**config.mk**
```make
export PLATFORM = sky130hd
export DESIGN_NAME = free_list_slot_allocator_unit
export DESIGN_NICKNAME = d
export VERILOG_FILES = /design/src/hw/rtl/flsa_pkg.sv /design/src/hw/rtl/flsa_ram.sv /design/src/hw/rtl/flsa_ctrl.sv /design/src/hw/rtl/free_list_slot_allocator_unit.sv
export SDC_FILE = /design/constraint.sdc
export NUM_CORES = 1
export LEC_CHECK = 0
export ABC_CLOCK_PERIOD_IN_PS = 4600
export BUFFER_PORTS_ARGS = -buffer_cell sky130_fd_sc_hd__buf_2
export CAP_MARGIN = 20
export CORE_MARGIN = 2
export CORE_UTILIZATION = 30
export CTS_BUF_LIST = sky130_fd_sc_hd__clkbuf_4 sky130_fd_sc_hd__clkbuf_8
export DETAILED_ROUTE_END_ITERATION = 6
export GPL_ROUTABILITY_DRIVEN = 0
export GPL_TIMING_DRIVEN = 0
export HOLD_SLACK_MARGIN = 0.15
export PLACE_DENSITY = 0.55
export SLEW_MARGIN = 20
export SYNTH_ARGS = -nofsm -noshare
export SYNTH_HDL_FRONTEND = slang
export SYNTH_SLANG_ARGS = --single-unit
```
**constraint.sdc**
```tcl
create_clock -name clk_i -period 4.6 [get_ports clk_i]
set_input_delay 0.46 -clock clk_i [delete_from_list [all_inputs] [get_ports clk_i]]
set_output_delay 0.46 -clock clk_i [all_outputs]
set_load 0.02 [all_outputs]
```
**src/hw/rtl/flsa_pkg.sv**
```systemverilog
// ----------------------------------------------------------------------------
// Free-list slot allocator package
// Shared widths, request and status codes, and transfer types.
// ----------------------------------------------------------------------------
package flsa_pkg;

  localparam int unsigned SlotsDef = 32;
  localparam int unsigned SlotW    = 5;
  localparam int unsigned ReqW     = 2;
  localparam int unsigned StatusW  = 2;

  localparam logic [ReqW-1:0] REQ_ALLOC   = 2'd0;
  localparam logic [ReqW-1:0] REQ_RELEASE = 2'd1;
  localparam logic [ReqW-1:0] REQ_LOOKUP  = 2'd2;

  localparam logic [StatusW-1:0] ST_OK       = 2'd0;
  localparam logic [StatusW-1:0] ST_EMPTY    = 2'd1;
  localparam logic [StatusW-1:0] ST_NOT_USED = 2'd2;

  typedef struct packed {
    logic [ReqW-1:0]  req_type;
    logic [SlotW-1:0] slot;
  } req_t;

  typedef struct packed {
    logic [SlotW-1:0]   result_slot;
    logic [StatusW-1:0] status;
  } rsp_t;

  typedef struct packed {
    logic valid;
    rsp_t rsp;
  } rsp_evt_t;

endpackage

```
**src/hw/rtl/flsa_ram.sv**
```systemverilog
// ----------------------------------------------------------------------------
// Generic RAM
// One write port and one read port with registered read data.
// ----------------------------------------------------------------------------
module flsa_ram #(
  parameter int unsigned Width = 8,
  parameter int unsigned Depth = 32,
  localparam int unsigned AddrW = (Depth > 1) ? $clog2(Depth) : 1
) (
  input  logic             clk_i,
  input  logic             wr_en_i,
  input  logic [AddrW-1:0] wr_addr_i,
  input  logic [Width-1:0] wr_data_i,
  input  logic             rd_en_i,
  input  logic [AddrW-1:0] rd_addr_i,
  output logic [Width-1:0] rd_data_o
);

  logic [Width-1:0] mem_q [Depth];
  logic [Width-1:0] rd_data_q;

  always_ff @(posedge clk_i) begin
    if (wr_en_i) begin
      mem_q[wr_addr_i] <= wr_data_i;
    end
    if (rd_en_i) begin
      rd_data_q <= mem_q[rd_addr_i];
    end
  end

  assign rd_data_o = rd_data_q;

endmodule

```
**src/hw/rtl/flsa_ctrl.sv**
```systemverilog
// ----------------------------------------------------------------------------
// Free-list slot allocator controller
// Sequencer that walks and updates the link table held in the RAM.
// ----------------------------------------------------------------------------
module flsa_ctrl #(
  parameter int unsigned Slots = flsa_pkg::SlotsDef,
  localparam int unsigned IdxW  = $clog2(Slots),
  localparam int unsigned LinkW = $clog2(Slots + 1)
) (
  input  logic                clk_i,
  input  logic                rst_ni,
  input  logic                start_i,
  input  flsa_pkg::req_t      req_i,
  output logic                busy_o,
  output flsa_pkg::rsp_evt_t  evt_o,
  output logic                wr_en_o,
  output logic [IdxW-1:0]     wr_addr_o,
  output logic [LinkW:0]      wr_data_o,
  output logic                rd_en_o,
  output logic [IdxW-1:0]     rd_addr_o,
  input  logic [LinkW:0]      rd_data_i
);

  localparam int unsigned CmpW = (flsa_pkg::SlotW > LinkW) ? flsa_pkg::SlotW : LinkW;
  localparam logic [LinkW-1:0] NoneLink = LinkW'(Slots);
  localparam logic [LinkW-1:0] LastIdx  = LinkW'(Slots - 1);

  localparam logic [2:0] S_INIT   = 3'd0;
  localparam logic [2:0] S_IDLE   = 3'd1;
  localparam logic [2:0] S_A_HEAD = 3'd2;
  localparam logic [2:0] S_A_WALK = 3'd3;
  localparam logic [2:0] S_R_CHK  = 3'd4;
  localparam logic [2:0] S_R_WALK = 3'd5;
  localparam logic [2:0] S_R_FIN  = 3'd6;
  localparam logic [2:0] S_L_CHK  = 3'd7;

  typedef struct packed {
    logic             used;
    logic [LinkW-1:0] link;
  } entry_t;

  logic [2:0]                   state_q, state_d;
  logic [LinkW-1:0]             cnt_q, cnt_d;
  logic [LinkW-1:0]             free_head_q, free_head_d;
  logic [LinkW-1:0]             used_head_q, used_head_d;
  logic [LinkW-1:0]             cur_q, cur_d;
  logic [LinkW-1:0]             snext_q, snext_d;
  logic [LinkW-1:0]             alloc_q, alloc_d;
  logic [flsa_pkg::SlotW-1:0]   slot_q, slot_d;

  entry_t           rd_entry;
  entry_t           wr_entry;
  logic             in_range;
  logic [IdxW-1:0]  req_idx;
  logic [LinkW-1:0] slot_link;

  assign rd_entry  = entry_t'(rd_data_i);
  assign wr_data_o = wr_entry;
  assign in_range  = CmpW'(req_i.slot) < CmpW'(Slots);
  assign req_idx   = IdxW'(req_i.slot);
  assign slot_link = LinkW'(slot_q);
  assign busy_o    = (state_q != S_IDLE);

  always_comb begin
    state_d     = state_q;
    cnt_d       = cnt_q;
    free_head_d = free_head_q;
    used_head_d = used_head_q;
    cur_d       = cur_q;
    snext_d     = snext_q;
    alloc_d     = alloc_q;
    slot_d      = slot_q;
    evt_o       = '0;
    wr_en_o     = 1'b0;
    wr_addr_o   = '0;
    wr_entry    = '0;
    rd_en_o     = 1'b0;
    rd_addr_o   = '0;

    unique case (state_q)
      S_INIT: begin
        wr_en_o       = 1'b1;
        wr_addr_o     = IdxW'(cnt_q);
        wr_entry.used = 1'b0;
        wr_entry.link = cnt_q + LinkW'(1);
        cnt_d         = cnt_q + LinkW'(1);
        if (cnt_q == LastIdx) begin
          state_d = S_IDLE;
        end
      end
      S_IDLE: begin
        if (start_i) begin
          slot_d = req_i.slot;
          unique case (req_i.req_type)
            flsa_pkg::REQ_ALLOC: begin
              if (free_head_q == NoneLink) begin
                evt_o.valid           = 1'b1;
                evt_o.rsp.result_slot = '0;
                evt_o.rsp.status      = flsa_pkg::ST_EMPTY;
              end else begin
                rd_en_o   = 1'b1;
                rd_addr_o = IdxW'(free_head_q);
                alloc_d   = free_head_q;
                state_d   = S_A_HEAD;
              end
            end
            flsa_pkg::REQ_RELEASE: begin
              if (!in_range) begin
                evt_o.valid           = 1'b1;
                evt_o.rsp.result_slot = req_i.slot;
                evt_o.rsp.status      = flsa_pkg::ST_NOT_USED;
              end else begin
                rd_en_o   = 1'b1;
                rd_addr_o = req_idx;
                state_d   = S_R_CHK;
              end
            end
            default: begin
              if (!in_range) begin
                evt_o.valid           = 1'b1;
                evt_o.rsp.result_slot = req_i.slot;
                evt_o.rsp.status      = flsa_pkg::ST_NOT_USED;
              end else begin
                rd_en_o   = 1'b1;
                rd_addr_o = req_idx;
                state_d   = S_L_CHK;
              end
            end
          endcase
        end
      end
      S_A_HEAD: begin
        free_head_d   = rd_entry.link;
        wr_en_o       = 1'b1;
        wr_addr_o     = IdxW'(alloc_q);
        wr_entry.used = 1'b1;
        wr_entry.link = NoneLink;
        if (used_head_q >= NoneLink) begin
          used_head_d           = alloc_q;
          evt_o.valid           = 1'b1;
          evt_o.rsp.result_slot = flsa_pkg::SlotW'(alloc_q);
          evt_o.rsp.status      = flsa_pkg::ST_OK;
          state_d               = S_IDLE;
        end else begin
          rd_en_o   = 1'b1;
          rd_addr_o = IdxW'(used_head_q);
          cur_d     = used_head_q;
          state_d   = S_A_WALK;
        end
      end
      S_A_WALK: begin
        if (rd_entry.link >= NoneLink) begin
          wr_en_o               = 1'b1;
          wr_addr_o             = IdxW'(cur_q);
          wr_entry.used         = 1'b1;
          wr_entry.link         = alloc_q;
          evt_o.valid           = 1'b1;
          evt_o.rsp.result_slot = flsa_pkg::SlotW'(alloc_q);
          evt_o.rsp.status      = flsa_pkg::ST_OK;
          state_d               = S_IDLE;
        end else begin
          rd_en_o   = 1'b1;
          rd_addr_o = IdxW'(rd_entry.link);
          cur_d     = rd_entry.link;
        end
      end
      S_R_CHK: begin
        if (!rd_entry.used) begin
          evt_o.valid           = 1'b1;
          evt_o.rsp.result_slot = slot_q;
          evt_o.rsp.status      = flsa_pkg::ST_NOT_USED;
          state_d               = S_IDLE;
        end else begin
          snext_d = rd_entry.link;
          if (used_head_q == slot_link) begin
            used_head_d = rd_entry.link;
            state_d     = S_R_FIN;
          end else begin
            rd_en_o   = 1'b1;
            rd_addr_o = IdxW'(used_head_q);
            cur_d     = used_head_q;
            state_d   = S_R_WALK;
          end
        end
      end
      S_R_WALK: begin
        if (rd_entry.link == slot_link) begin
          wr_en_o       = 1'b1;
          wr_addr_o     = IdxW'(cur_q);
          wr_entry.used = 1'b1;
          wr_entry.link = snext_q;
          state_d       = S_R_FIN;
        end else if (rd_entry.link >= NoneLink) begin
          state_d = S_R_FIN;
        end else begin
          rd_en_o   = 1'b1;
          rd_addr_o = IdxW'(rd_entry.link);
          cur_d     = rd_entry.link;
        end
      end
      S_R_FIN: begin
        wr_en_o               = 1'b1;
        wr_addr_o             = IdxW'(slot_q);
        wr_entry.used         = 1'b0;
        wr_entry.link         = free_head_q;
        free_head_d           = slot_link;
        evt_o.valid           = 1'b1;
        evt_o.rsp.result_slot = slot_q;
        evt_o.rsp.status      = flsa_pkg::ST_OK;
        state_d               = S_IDLE;
      end
      S_L_CHK: begin
        evt_o.valid           = 1'b1;
        evt_o.rsp.result_slot = slot_q;
        evt_o.rsp.status      = rd_entry.used ? flsa_pkg::ST_OK : flsa_pkg::ST_NOT_USED;
        state_d               = S_IDLE;
      end
      default: begin
        state_d = S_IDLE;
      end
    endcase
  end

  always_ff @(posedge clk_i or negedge rst_ni) begin
    if (!rst_ni) begin
      state_q     <= S_INIT;
      cnt_q       <= '0;
      free_head_q <= '0;
      used_head_q <= NoneLink;
    end else begin
      state_q     <= state_d;
      cnt_q       <= cnt_d;
      free_head_q <= free_head_d;
      used_head_q <= used_head_d;
    end
  end

  always_ff @(posedge clk_i) begin
    cur_q   <= cur_d;
    snext_q <= snext_d;
    alloc_q <= alloc_d;
    slot_q  <= slot_d;
  end

  a_evt_ends_item: assert property (@(posedge clk_i) disable iff (!rst_ni)
    evt_o.valid |-> state_d == S_IDLE)
    else $error("result transfer without return to idle");

  a_no_rw_collision: assert property (@(posedge clk_i) disable iff (!rst_ni)
    (wr_en_o && rd_en_o) |-> wr_addr_o != rd_addr_o)
    else $error("read and write of the same entry in one cycle");

  a_walk_on_slot: assert property (@(posedge clk_i) disable iff (!rst_ni)
    (state_q == S_A_WALK || state_q == S_R_WALK) |-> cur_q < NoneLink)
    else $error("list walk on an empty link");

  a_init_quiet: assert property (@(posedge clk_i) disable iff (!rst_ni)
    (state_q == S_INIT) |-> !evt_o.valid && !rd_en_o)
    else $error("activity during table initialization");

endmodule

```
**src/hw/rtl/free_list_slot_allocator_unit.sv**
```systemverilog
// ----------------------------------------------------------------------------
// Free-list slot allocator unit
// Allocates, releases and looks up slots of a fixed pool kept in a link table.
// ----------------------------------------------------------------------------
// After reset the unit writes every entry of the link table and holds busy
// high meanwhile. A request is taken when start is high and busy is low,
// and exactly one result follows with done_o high for one cycle; the result
// must be taken in that cycle. Allocate walks to the end of the in-use list
// and release walks that list to find the slot's predecessor, both at one
// RAM read per cycle.
module free_list_slot_allocator_unit #(
  parameter int unsigned Slots = flsa_pkg::SlotsDef
) (
  input  logic           clk_i,
  input  logic           rst_ni,
  input  logic           start,
  input  flsa_pkg::req_t req_i,
  output logic           busy,
  output logic           done_o,
  output flsa_pkg::rsp_t rsp_o
);

  localparam int unsigned IdxW  = $clog2(Slots);
  localparam int unsigned LinkW = $clog2(Slots + 1);

  flsa_pkg::rsp_evt_t evt;
  logic               wr_en;
  logic [IdxW-1:0]    wr_addr;
  logic [LinkW:0]     wr_data;
  logic               rd_en;
  logic [IdxW-1:0]    rd_addr;
  logic [LinkW:0]     rd_data;
  logic               done_q;
  flsa_pkg::rsp_t     rsp_q;

  flsa_ctrl #(
    .Slots(Slots)
  ) u_ctrl (
    .clk_i    (clk_i),
    .rst_ni   (rst_ni),
    .start_i  (start),
    .req_i    (req_i),
    .busy_o   (busy),
    .evt_o    (evt),
    .wr_en_o  (wr_en),
    .wr_addr_o(wr_addr),
    .wr_data_o(wr_data),
    .rd_en_o  (rd_en),
    .rd_addr_o(rd_addr),
    .rd_data_i(rd_data)
  );

  flsa_ram #(
    .Width(LinkW + 1),
    .Depth(Slots)
  ) u_link_ram (
    .clk_i    (clk_i),
    .wr_en_i  (wr_en),
    .wr_addr_i(wr_addr),
    .wr_data_i(wr_data),
    .rd_en_i  (rd_en),
    .rd_addr_i(rd_addr),
    .rd_data_o(rd_data)
  );

  always_ff @(posedge clk_i or negedge rst_ni) begin
    if (!rst_ni) begin
      done_q <= 1'b0;
    end else begin
      done_q <= evt.valid;
    end
  end

  always_ff @(posedge clk_i) begin
    if (evt.valid) begin
      rsp_q <= evt.rsp;
    end
  end

  assign done_o = done_q;
  assign rsp_o  = rsp_q;

endmodule

```
==> impl_metrics.yaml <==
timing:
  skew_ns: 0.0315
  rsz0062_at_grt: "false"
  finalSetupViolations: 0
  final_max_slew_viol_count: 0
  tightest_slew_ns: 1.04
  slew_headroom_pct: 30.5
  finalHoldWorstSlack_ns: 0.381
  period_share_pct: 85.1
  fmax_ghz: 0.256
  post-route-min-period_ns: 3.91
  final.setup.tns_ns: 0
  hold_viol: 0
logic_synthesis:
  synth_area_um2: 12100
  synth_seq_cells: 282
  synth_nets: 758
  ys_types: 66
  asyncSetResetFlopFracSynth_pct: 7.80
  netlist_instances: 747
  synth_edf_count: 260
  avgSynthCellArea_um2: 16.2
  yosysSeqAreaShare_pct: 69.1
  synth_ff_type: "edfxtp_1"
  ys_warn_count: 0
min_path:
  hold_class: "input pin to register"
run:
  max_cap_violations: 0
route:
  routed_wirelength_mm: 29.0
  num_vias: 6864
  drtIter0Drc: 648
  vias_per_cell: 4.98
  avgRoutedWirePerCell_um: 21.0
  drt-pass1-iter-count: 5
  ant_nets: 0
  drc_errors: 0
clock_tree:
  cts_root_buf: "clkbuf_8"
  cts_tree: "built"
  clk_pin_slew_ns: 0.07
  cts-resized-gates: 0
  cts_buffer_depth: 3
  cts_sinks: 282
  clock_latency_ns: 0.57
  numCtsBuffers: 47
  htree_levels: 2
worst_setup_path:
  path_cells: "buf_2 > and2b_1 > and3b_1 > and4_1 > clkbuf_1 > or2_1 > buf_2 > a21oi_1 > nand2_1 > nor2_1"
  cp.arrival_ns: 4.08
  endpoint_kind: "register"
  crit_top_cell: "buf_2"
  slowest_delay_ns: 0.76
  critPathMaxFanout: 8
  critPathSlowestCell: "a21oi_1"
  required_ns: 4.77
  start_kind: "register"
  path_class: "register to register"
global_route:
  grt_pass1_vias: 6990
  grt_overflow: 0
  use_met2_pct: 22.1
  grt_antenna_before_repair: 0
  met3_usage_pct: 3.10
  grt_usage_pct: 14.0
  grt_max_degree: 33
  grt-busiest-layer: "met2"
  grt_first_pass_wirelength_mm: 43.3
  grtUsageMet1_pct: 18.7
finish:
  drive_above_1_share_pct: 19.3
  final_util_pct: 34.8
  nets: 831
  diodes: 0
  areaGrowthSynthToFinish_pct: 14.3
die:
  chipHeight_um: 205
  die_area_um2: 41900
  ios: 19
  rows: 73
  core_um2: 39700
  start_util_pct: 30.4
  fp.dieW_um: 205
place:
  place_hpwl_mm: 18.9
  port_buffers: 18
outcome:
  outcome: "finished, final reports clean"
power_and_ir_drop:
  p_per_area_nw_per_um2: 355
  irDropWorstVdd_uv: 185
  leakagePower_nw: 3.81
==> worst max-delay path, delay by kind of cell (launching register included) <==
| kind | cells | cell delay (ns) |
|---|---|---|
| and+or+nand+nor | 6 | 1.86 |
| AOI/OAI and AO/OA | 1 | 0.76 |
| buffers and inverters | 3 | 0.53 |
| DFF | 1 | 0.36 |
==> stage by stage <==
stage	cells	total power, mW	cell area (um^2)	setup slack, ns
global route	1378	5.09	13800	0.494
CTS	1378	4.97	13800	0.668
finish	1378	4.92	13800	0.687
floorplan	747	2.82	12100	1.72
global placement	1290	2.83	12800	0.611
detailed placement	1290	2.83	12900	0.576
==> cell families after synthesis <==
| logic type | synth area share [%] |
|---|---|
| multiplexers | 14.5 |
| adder cells (fa/ha/maj) | 0.103 |
| buffers and inverters | 1.77 |
| flip-flops | 69.1 |
| AND/OR/NAND/NOR | 5.90 |
| AO/OA/AOI/OAI | 7.22 |
| XOR/XNOR | 1.38 |
==> flip-flops by register name, indices dropped and copies added, names as in the netlist <==
| name | flops |
|---|---|
| u_link_ram.mem_q | 224 |
| u_ctrl.alloc_q | 6 |
| done_o | 1 |
| u_ctrl.cur_q | 5 |
| u_ctrl.state_q | 3 |
| u_link_ram.rd_data_o | 7 |
| u_ctrl.free_head_q | 6 |
| u_ctrl.slot_q | 5 |
| rsp_o | 7 |
| u_ctrl.cnt_q | 6 |
| u_ctrl.snext_q | 6 |
| u_ctrl.used_head_q | 6 |
==> Yosys cell counts, types with 3 or more instances <==
| cell | n | area, um^2 |
|---|---|---|
| inv_1 | 5 | 18.8 |
| nand3_1 | 8 | 40.0 |
| mux4_2 | 20 | 450 |
| edfxtp_1 | 260 | 7810 |
| a22oi_1 | 20 | 150 |
| buf_1 | 3 | 11.3 |
| nor3_1 | 4 | 20.0 |
| clkbuf_1 | 9 | 33.8 |
| nor2_1 | 58 | 218 |
| a22o_1 | 5 | 43.8 |
| a222oi_1 | 3 | 30.0 |
| o221ai_1 | 6 | 52.6 |
| o21ai_0 | 13 | 65.1 |
| nand2b_1 | 6 | 37.5 |
| xor2_1 | 11 | 96.3 |
| buf_6 | 4 | 45.0 |
| mux2i_1 | 116 | 1160 |
| or3_1 | 5 | 31.3 |
| dfrtp_1 | 21 | 526 |
| mux2_2 | 13 | 146 |
| buf_2 | 12 | 60.1 |
| nand2_1 | 27 | 101 |
| buf_4 | 6 | 45.0 |
| a21o_1 | 4 | 30.0 |
| o21a_1 | 3 | 22.5 |
| xnor2_1 | 8 | 70.1 |
| nand4_1 | 3 | 18.8 |
| a21oi_1 | 26 | 130 |
| nor2b_1 | 6 | 37.5 |
| a221o_1 | 3 | 30.0 |
| o2bb2ai_1 | 3 | 26.3 |
| a221oi_1 | 13 | 114 |
==> metal layers <==
| metal | share of wire (%) | vias to the layer above |
|---|---|---|
| met5 | 0 | - |
| met4 | 3.0 | 0 |
| met3 | 7.1 | 63 |
| met2 | 47 | 235 |
| met1 | 43 | 3439 |
| li1 | - | 3127 |
==> power breakdown <==
part / internal, mW / switching (mW)
registers: 2.76 / 0
clock network: 1.17 / 0.960
logic: 0.00874 / 0.0116
total: 3.94 / 0.971
==> path summary, 6_finish.rpt <==
check,depth (start not counted),slack [ns],start,to
setup reg to reg,10,0.69,u_ctrl.state_q[0],u_link_ram.mem_q[15][4]
hold / removal,2,0.38,req_i[5],u_ctrl.alloc_q[3]
min in group asynchronous,2,0.42,rst_ni,u_ctrl.state_q[1]
hold reg to reg,1,0.52,u_ctrl.cnt_q[5],u_ctrl.cnt_q[5]
setup / recovery,10,0.69,u_ctrl.state_q[0],u_link_ram.mem_q[15][4]
max in group asynchronous,2,3.80,rst_ni,u_ctrl.used_head_q[1]
==> final cells by class <==
cell class,count,area [um^2]
Clock buffer,69,850
Tap cell,525,657
Buffer,34,195
Fill cell,3818,25900
Sequential cell,282,8360
Timing Repair Buffer,24,150
Clock inverter,13,53.8
Inverter,5,18.8
Multi-Input combinational cell,426,3540
==> cell usage in the layout, fill, tap and decap left out, types with 5 or more instances in the layout <==
cell           instances
edfxtp_1             260
mux2i_1              116
nor2_1                58
clkbuf_8              53
buf_2                 30
nand2_1               27
a21oi_1               26
dfrtp_1               21
a22oi_1               20
mux4_2                20
clkbuf_4              16
mux2_2                13
a221oi_1              13
o21ai_0               13
xor2_1                11
clkbuf_1               9
clkinv_1               9
nand3_1                8
xnor2_1                8
o221ai_1               6
nor2b_1                6
nand2b_1               6
buf_4                  6
dlygate4sd3_1          6
inv_1                  5
or3_1                  5
a22o_1                 5
==> repair_timing <==
action                                  in CTS  in global routing
endpoints found under the setup margin       0                  0
buffers inserted                             0                  0
hold endpoints to repair                    26                  0
hold buffers                                 6                  0
(Power assumes the default switching activity.)
